### src/rtl/ti_pkg.sv
// shared types, constants and helpers of the table interpolator
`default_nettype none

package ti_pkg;

  localparam int TABLE_DEPTH = 64;
  localparam int IDX_W       = $clog2(TABLE_DEPTH);
  localparam int CNT_W       = 7;
  localparam int VALUE_W     = 32;
  localparam int FRAC_W      = 17;
  localparam int FRAC_BITS   = 16;
  localparam int RES_W       = VALUE_W + 2;
  localparam int MUL_W       = 2 * VALUE_W + 2;

  localparam logic [FRAC_W-1:0] FRAC_ONE = FRAC_W'(1 << FRAC_BITS);

  localparam int DIV_NUM_W = 2 * VALUE_W;
  localparam int DIV_DEN_W = VALUE_W;
  localparam int DIV_QUO_W = VALUE_W + 1;
  localparam int DIV_CNT_W = $clog2(DIV_QUO_W + 1);

  localparam int QUEUE_DEPTH = 4;
  localparam int Q_PTR_W     = $clog2(QUEUE_DEPTH);
  localparam int Q_CNT_W     = $clog2(QUEUE_DEPTH + 1);

  localparam int NUM_REGS = 5;
  localparam int REG_IDX_W = $clog2(NUM_REGS);
  localparam int PADDR_W  = REG_IDX_W + 2;
  localparam int PDATA_W  = 32;

  typedef enum logic [REG_IDX_W-1:0] {
    REG_POINT_COUNT   = 3'd0,
    REG_INTERP_MODE   = 3'd1,
    REG_BELOW_VALUE   = 3'd2,
    REG_ABOVE_VALUE   = 3'd3,
    REG_STEP_FRACTION = 3'd4
  } reg_e;

  typedef enum logic [1:0] {
    STATUS_IN_RANGE = 2'd0,
    STATUS_BELOW    = 2'd1,
    STATUS_ABOVE    = 2'd2,
    STATUS_EMPTY    = 2'd3
  } status_e;

  typedef enum logic {
    OP_LOAD  = 1'b0,
    OP_QUERY = 1'b1
  } op_e;

  typedef struct packed {
    logic                      cmd;
    logic [5:0]                point_index;
    logic signed [VALUE_W-1:0] point_x;
    logic signed [VALUE_W-1:0] point_y;
    logic signed [VALUE_W-1:0] query_value;
  } in_item_t;

  typedef struct packed {
    logic signed [VALUE_W-1:0] interp_value;
    logic [1:0]                status;
  } out_item_t;

  typedef struct packed {
    op_e                       kind;
    logic [IDX_W-1:0]          slot;
    logic signed [VALUE_W-1:0] x;
    logic signed [VALUE_W-1:0] y;
  } op_t;

  typedef struct packed {
    logic [CNT_W-1:0]          point_count;
    logic                      interp_mode;
    logic signed [VALUE_W-1:0] below_value;
    logic signed [VALUE_W-1:0] above_value;
    logic [FRAC_W-1:0]         step_fraction;
  } cfg_t;

  function automatic logic signed [RES_W-1:0] sext_res(input logic [VALUE_W-1:0] v);
    sext_res = $signed({{(RES_W-VALUE_W){v[VALUE_W-1]}}, v});
  endfunction

  // clamp to the signed value range
  function automatic logic signed [VALUE_W-1:0] sat_res(input logic [RES_W-1:0] r);
    logic fits;
    fits = (r[RES_W-1:VALUE_W-1] == '0) || (r[RES_W-1:VALUE_W-1] == '1);
    if (fits) begin
      sat_res = $signed(r[VALUE_W-1:0]);
    end else if (r[RES_W-1]) begin
      sat_res = $signed({1'b1, {(VALUE_W-1){1'b0}}});
    end else begin
      sat_res = $signed({1'b0, {(VALUE_W-1){1'b1}}});
    end
  endfunction

endpackage

`default_nettype wire

### src/rtl/ti_front.sv
// input stage: classifies items and queues them for the execution side
`default_nettype none

module ti_front (
  input  wire logic            clk_i,
  input  wire logic            rst_ni,
  input  wire logic            in_valid_i,
  output logic                 in_ready_o,
  input  wire ti_pkg::in_item_t in_data_i,
  output logic                 head_valid_o,
  output ti_pkg::op_t          head_o,
  input  wire logic            pop_i
);
  import ti_pkg::*;

  op_t               queue_q [QUEUE_DEPTH];
  logic [Q_PTR_W-1:0] wr_ptr_q, wr_ptr_d;
  logic [Q_PTR_W-1:0] rd_ptr_q, rd_ptr_d;
  logic [Q_CNT_W-1:0] count_q, count_d;
  logic               push, pop;
  op_t                op;

  // decode: loads carry the point, queries carry the abscissa in x
  always_comb begin
    op      = '0;
    op.slot = in_data_i.point_index[IDX_W-1:0];
    if (in_data_i.cmd == OP_QUERY) begin
      op.kind = OP_QUERY;
      op.x    = in_data_i.query_value;
    end else begin
      op.kind = OP_LOAD;
      op.x    = in_data_i.point_x;
      op.y    = in_data_i.point_y;
    end
  end

  assign in_ready_o   = (count_q != Q_CNT_W'(QUEUE_DEPTH));
  assign head_valid_o = (count_q != '0);
  assign head_o       = queue_q[rd_ptr_q];
  assign push         = in_valid_i && in_ready_o;
  assign pop          = pop_i && head_valid_o;

  always_comb begin
    wr_ptr_d = push ? wr_ptr_q + 1'b1 : wr_ptr_q;
    rd_ptr_d = pop ? rd_ptr_q + 1'b1 : rd_ptr_q;
    count_d  = count_q;
    if (push && !pop) begin
      count_d = count_q + 1'b1;
    end else if (pop && !push) begin
      count_d = count_q - 1'b1;
    end
  end

  always_ff @(posedge clk_i or negedge rst_ni) begin
    if (!rst_ni) begin
      wr_ptr_q <= '0;
      rd_ptr_q <= '0;
      count_q  <= '0;
    end else begin
      wr_ptr_q <= wr_ptr_d;
      rd_ptr_q <= rd_ptr_d;
      count_q  <= count_d;
    end
  end

  always_ff @(posedge clk_i) begin
    if (push) begin
      queue_q[wr_ptr_q] <= op;
    end
  end

endmodule

`default_nettype wire

### config.mk
export PLATFORM = sky130hd
export DESIGN_NAME = ti_front
export DESIGN_NICKNAME = d
export VERILOG_FILES = /design/src/rtl/ti_pkg.sv /design/src/rtl/ti_front.sv
export SDC_FILE = /design/constraint.sdc
export NUM_CORES = 1
export LEC_CHECK = 0
export BUFFER_PORTS_ARGS = -buffer_cell sky130_fd_sc_hd__buf_2
export CELL_PAD_IN_SITES_DETAIL_PLACEMENT = 0
export CELL_PAD_IN_SITES_GLOBAL_PLACEMENT = 1
export CORE_MARGIN = 8
export CORE_UTILIZATION = 30
export DETAILED_ROUTE_END_ITERATION = 7
export PLACE_DENSITY = 0.57
export SKIP_LAST_GASP = 1
export SLEW_MARGIN = 20
export SYNTH_ARGS = -nofsm -noshare
export SYNTH_HDL_FRONTEND = slang
export SYNTH_SLANG_ARGS = --single-unit
export TNS_END_PERCENT = 30
### constraint.sdc
create_clock -name clk_i -period 3.61 [get_ports clk_i]
set_input_delay 0.361 -clock clk_i [delete_from_list [all_inputs] [get_ports clk_i]]
set_output_delay 0.361 -clock clk_i [all_outputs]
set_load 0.005 [all_outputs]
==> impl_metrics.tcl, run 1 <==
set metrics [dict create \
    status "finished clean" \
    fin_hold_ws_ns 0.0788 \
    layout-drive-gt1-share_pct 49.4 \
    seq_area_um2 8710 \
    path_cells "buf_4, mux4_2, buf_2" \
    layout_commonest_cell "edfxtp_1" \
    wire_per_inst_um 20.3 \
    finalHoldViolCount 0 \
    firstDrtPassIters 4 \
    place_ws_ns 1.23 \
    antenna_found_initial 0 \
    internal-power_mw 8.05 \
    worst_pin_slew_ns 0.868 \
    path_buf_inv 2 \
    gp_congestion 0.681 \
    grt_pass1_wl_um 37700 \
    synth_area_leaders "edfxtp_1 75%, mux4_2 14%, mux2_2 3.4%" \
    die_w_um 210 \
    cp-end-kind "output port" \
    dr.first_iter.drc_count 247 \
    clock_latency_ns 0.51 \
    cts_tree "done" \
    p_sw_mw 3.04 \
    ant_nets 0 \
    netSwitchingFraction_pct 27.4 \
    cts_setup_buffers 0 \
    fin_crit_sh_pct 78.2 \
    die_height_um 210 \
    syn_avg_cell_area_um2 23.7 \
    clockRootBuffer "clkbuf_16" \
    fmaxAchievable_ghz 0.354 \
    period_minus_slack_ns 2.82 \
    max_stage_delay_ns 0.74 \
    finClkSkew_ns 0.0148 \
    slew_headroom_pct 42.1 \
    synth-seq-cells 291 \
    place_hpwl_um 15100 \
    vdd.ir_drop.worst_v 0.000310 \
    antenna_cells 0 \
    critPathLaunchType "register" \
    cellLeakagePower_nw 4.80 \
    netlist_instances 477 \
    criticalPathCategory "register to output port" \
    crit_family "flip-flops" \
    finalSetupViolCount 0 \
    fin_ws_ns 0.787 \
    ios 180 \
    initial_utilization_pct 30.3 \
    slowest_stage "dfrtp_4" \
    seqPwrFrac_pct 43.4 \
    vias 5343 \
    area_growth_pct 23.3 \
    core_um2 37400 \
    power_mw 11.1 \
    dieArea_um2 44200 \
    hold_path.class "input port to register" \
    cp.required_ns 3.25 \
    path_clk_slew_ns 0.05 \
    cts.path.max_buffers 3 \
    cp_data_arrival_time_ns 2.46 \
    place_inst 1151 \
    final_max_slew_viol_count 0 \
    drc 0 \
    pwr-share-clk_pct 30.3 \
    most-common-layout-cells "284 x edfxtp_1, 178 x buf_2, 70 x mux4_2" \
    netlist.area_leader.share_pct 75.3 \
    crit_path_max_fanout 23 \
    clkSinkCount 291 \
    p_comb_share_pct 26.2 \
    grt.total_usage_pct 11.1 \
    grt_max_degree 73 \
    synth_top_area_cell "edfxtp_1" \
    ys_types 21 \
    ys_warn_count 0 \
    rows 71 \
    syn-num-nets 590 \
    power-per-cell-area_nw_per_um2 795 \
    grt_pass1_vias 6237 \
    drt-total-wl_um 24600 \
    multiInputGateArea_um2 2390 \
    rsz0062_at_grt "no" \
    cts_inserted_buffers 34 \
    overflow 0 \
    nets 791 \
    port_buffers 179 \
    drv_cap 0 \
    nFillCells 3418 \
    fin_setup_tns_ns 0 \
    ys_seq_area_share_pct 76.9 \
    syn_area_um2 11300 \
    layout.cells.non_filler 1214 \
    vias_per_cell 4.40 \
    h-tree-depth 2 \
]
-- area by class of cell --
class / instances / area share [%]
Clock inverter: 15 / 1.14
Tap cell: 511 / 4.58
Timing Repair Buffer: 188 / 7.75
Clock buffer: 46 / 6.88
Multi-Input combinational cell: 160 / 17.2
Sequential cell: 291 / 62.4
Inverter: 3 / 0.0807
-- through the flow --
stage	util, %	area [µm²]
CTS	37.2	13900
global route	37.3	14000
finish	37.3	14000
global placement	33.9	12700
detailed placement	34.2	12800
floorplan	-	11300
-- power by group through the flow --
stage / logic (mW) / registers (mW) / clock network (mW)
final: 2.91 / 4.81 / 3.36
after floorplan: 2.00 / 4.70 / 0
after CTS: 2.92 / 4.96 / 3.47
after global routing: 3.19 / 4.90 / 3.58
after global placement: 2.78 / 4.98 / 0
after detailed placement: 2.90 / 5.02 / 0
-- cells by family after synthesis --
| kind of cell | after synthesis | synth area share, % |
|---|---|---|
| buf+inv | 26 | 2.07 |
| flops | 291 | 76.9 |
| fa+ha+maj | 6 | 0.729 |
| xor+xnor | 6 | 0.464 |
| simple gates | 42 | 2.22 |
| mux | 105 | 17.5 |
| compound gates | 1 | 0.0995 |
-- path summary, 6_finish.rpt --
path	start	endpoint	slack (ns)	cells after the start
worst max-delay path	rd_ptr_q[0]	head_o[3]	0.79	3
worst min-delay path	in_data_i[96]	queue_q[3][64]	0.08	1
worst max register to register	count_q[0]	queue_q[2][14]	1.38	4
worst min register to register	count_q[2]	count_q[2]	0.54	1
max in group asynchronous	rst_ni	rd_ptr_q[0]	3.20	2
min in group asynchronous	rst_ni	wr_ptr_q[0]	0.22	2
-- cell usage after synthesis (all sizes together) --
cell type  count
and2           4
a21boi         1
nor2           2
xor2           2
xnor2          4
ha             5
dfrtp          7
buf           20
mux2          34
nand3          1
clkbuf         3
edfxtp       284
nor2b         32
or3            1
nand2          2
mux4          71
fa             1
inv            3
-- flip-flops by register name, indices dropped and copies added (netlist names) --
name,count
rd_ptr_q,2
wr_ptr_q,2
count_q,3
queue_q,284
-- layer usage --
metal | up-vias | routed length, µm | global-route usage, %
met3 | 41 | 1400 | 3.03
li1 | 2384 | - | -
met5 | - | 0 | 0
met4 | 0 | 562 | 3.45
met1 | 2769 | 10400 | 13.7
met2 | 149 | 12200 | 19.0
-- worst register-to-register path, cell delays in order (launching register included) --
cell and delay [ns]:
dfrtp_1 0.43, nor2_1 0.09, a21boi_2 0.39, and2_4 0.65, buf_16 0.33
-- what timing repair did --
action	4_1_cts	5_1_grt
endpoints found under the hold margin	7	0
resized for setup	0	0
hold buffers	1	0
Note: power is estimated with default switching activity, not from simulation.
==> inputs of run 2 (changes only) <==
==> constraint.sdc (replaced) <==
create_clock -name clk_i -period 2.9 [get_ports clk_i]
set_input_delay 0.29 -clock clk_i [delete_from_list [all_inputs] [get_ports clk_i]]
set_output_delay 0.29 -clock clk_i [all_outputs]
set_load 0.005 [all_outputs]
==> run 2 against run 1 <==
First-iteration DRC count increased by 0.81%. Non-clock buffer count increased by 9. Critical path depth unchanged. Largest power group unchanged. Utilization about the same. Sequential cell count unchanged. Highest routed layer unchanged.
==> impl_metrics.tcl, run 2 (synthesized netlist as in run 1, its figures left out) <==
set metrics [dict create \
    internal-power_mw 9.93 \
    cts_tree "done" \
    worst_pin_slew_ns 0.792 \
    drv_cap 0 \
    slew_headroom_pct 47.2 \
    period_minus_slack_ns 2.52 \
    finClkSkew_ns 0.0142 \
    layout-drive-gt1-share_pct 48.6 \
    power-per-cell-area_nw_per_um2 979 \
    drc 0 \
    placed_area_um2 12800 \
    grt_pass1_wl_um 38000 \
    netSwitchingFraction_pct 27.4 \
    cp-end-kind "output port" \
    path_buf_inv 2 \
    finalHoldViolCount 0 \
    seq_area_um2 8710 \
    clkSinkCount 291 \
    seqPwrFrac_pct 43.7 \
    h-tree-depth 2 \
    die_height_um 210 \
    ctsResizeCount 0 \
    cp.required_ns 2.61 \
    wire_per_inst_um 20.3 \
    clockRootBuffer "clkbuf_16" \
    grt.total_usage_pct 11.2 \
    hold_path.class "input port to register" \
    largest_register_ff_count 284 \
    dieArea_um2 44200 \
    drt-total-wl_um 24800 \
    cts_inserted_buffers 34 \
    fin_crit_sh_pct 87.0 \
    path_clk_slew_ns 0.05 \
    status "finished clean" \
    power_mw 13.7 \
    antenna_found_initial 0 \
    dr.first_iter.drc_count 249 \
    grt_pass1_vias 6319 \
    cts_setup_buffers 0 \
    nFillCells 3435 \
    criticalPathCategory "register to output port" \
    clock_latency_ns 0.50 \
    vdd.ir_drop.worst_v 0.000494 \
    multiInputGateArea_um2 2390 \
    overflow 0 \
    most-common-layout-cells "284 x edfxtp_1, 178 x buf_2, 70 x mux4_2" \
    finalSetupViolCount 0 \
    cp_data_arrival_time_ns 2.23 \
    pwr-share-clk_pct 29.7 \
    port_buffers 179 \
    slowest_stage "dfrtp_4" \
    gp_congestion 0.670 \
    layout_commonest_cell "edfxtp_1" \
    fin_setup_tns_ns 0 \
    p_comb_share_pct 26.6 \
    vias 5390 \
    core_um2 37400 \
    rsz0062_at_grt "no" \
    reg.largest.list "queue_q (284), count_q (3)" \
    firstDrtPassIters 4 \
    largest-register "queue_q" \
    max_stage_delay_ns 0.65 \
    antenna_cells 0 \
    ant_nets 0 \
    nets 800 \
    cellLeakagePower_nw 4.81 \
    grt_max_degree 72 \
    fin_area_um2 14000 \
    p_sw_mw 3.75 \
    fmaxAchievable_ghz 0.396 \
    path_cells "buf_12, mux4_1, buf_2" \
    area_growth_pct 23.4 \
    crit_path_max_fanout 29 \
    fin_hold_ws_ns 0.0926 \
    die_w_um 210 \
    place_hpwl_um 15100 \
    ios 180 \
    rows 71 \
    critPathLaunchType "register" \
    initial_utilization_pct 30.3 \
    final_max_slew_viol_count 0 \
    crit_family "flip-flops" \
    vias_per_cell 4.41 \
    cts.path.max_buffers 3 \
]
-- run 2: layout make-up --
type,instances,share of cell area [%]
Inverter,3,0.0806
Multi-Input combinational cell,160,17.1
Clock buffer,47,6.90
Timing Repair Buffer,197,8.15
Tap cell,511,4.58
Clock inverter,14,0.824
Sequential cell,291,62.3
-- run 2: worst reg2reg max path, stage by stage (launching register included) --
cell and delay, ns:
dfrtp_1 0.42, or3_1 0.44, nand2_1 0.13, ha_1 0.21, inv_1 0.07, fa_1 0.37
xor2_1 0.15, nor2_1 0.11, xor2_1 0.16
-- run 2: path summary, 6_finish.rpt --
kind	from	end	slack [ns]	cells after the start
max in group asynchronous	rst_ni	rd_ptr_q[1]	2.55	2
min in group asynchronous	rst_ni	count_q[2]	0.16	2
max reg2reg	count_q[1]	count_q[2]	0.76	8
min reg2reg	count_q[2]	count_q[2]	0.54	1
max	rd_ptr_q[0]	head_o[70]	0.38	3
min	pop_i	rd_ptr_q[1]	0.09	3
-- run 2: power by group through the flow --
stage	logic, mW	clock network [mW]	registers (mW)
after CTS	3.82	4.21	6.00
after floorplan	2.50	0	5.85
after detailed placement	3.80	0	6.09
after global placement	3.77	0	6.03
after global routing	4.00	4.36	6.07
final	3.64	4.07	5.97
-- run 2: through the flow --
step	setup WS (ns)	utilization (%)	cells
finish	0.376	37.4	1223
global route	0.216	37.4	1223
CTS	0.285	37.4	1223
detailed placement	0.792	34.3	1155
global placement	0.833	34.3	1155
floorplan	0.0246	-	477
-- run 2: what timing repair did --
action	CTS	global route
hold buffers	7	0
endpoints found under the hold margin	31	0
setup endpoints to repair	0	0
-- run 2: routing by layer --
| layer | vias to the layer above | share of wire (%) | global-route usage, % |
|---|---|---|---|
| met5 | - | 0 | 0 |
| li1 | 2404 | - | - |
| met4 | 0 | 2.0 | 3.09 |
| met2 | 130 | 51 | 19.6 |
| met3 | 40 | 4.3 | 2.78 |
| met1 | 2816 | 43 | 13.7 |
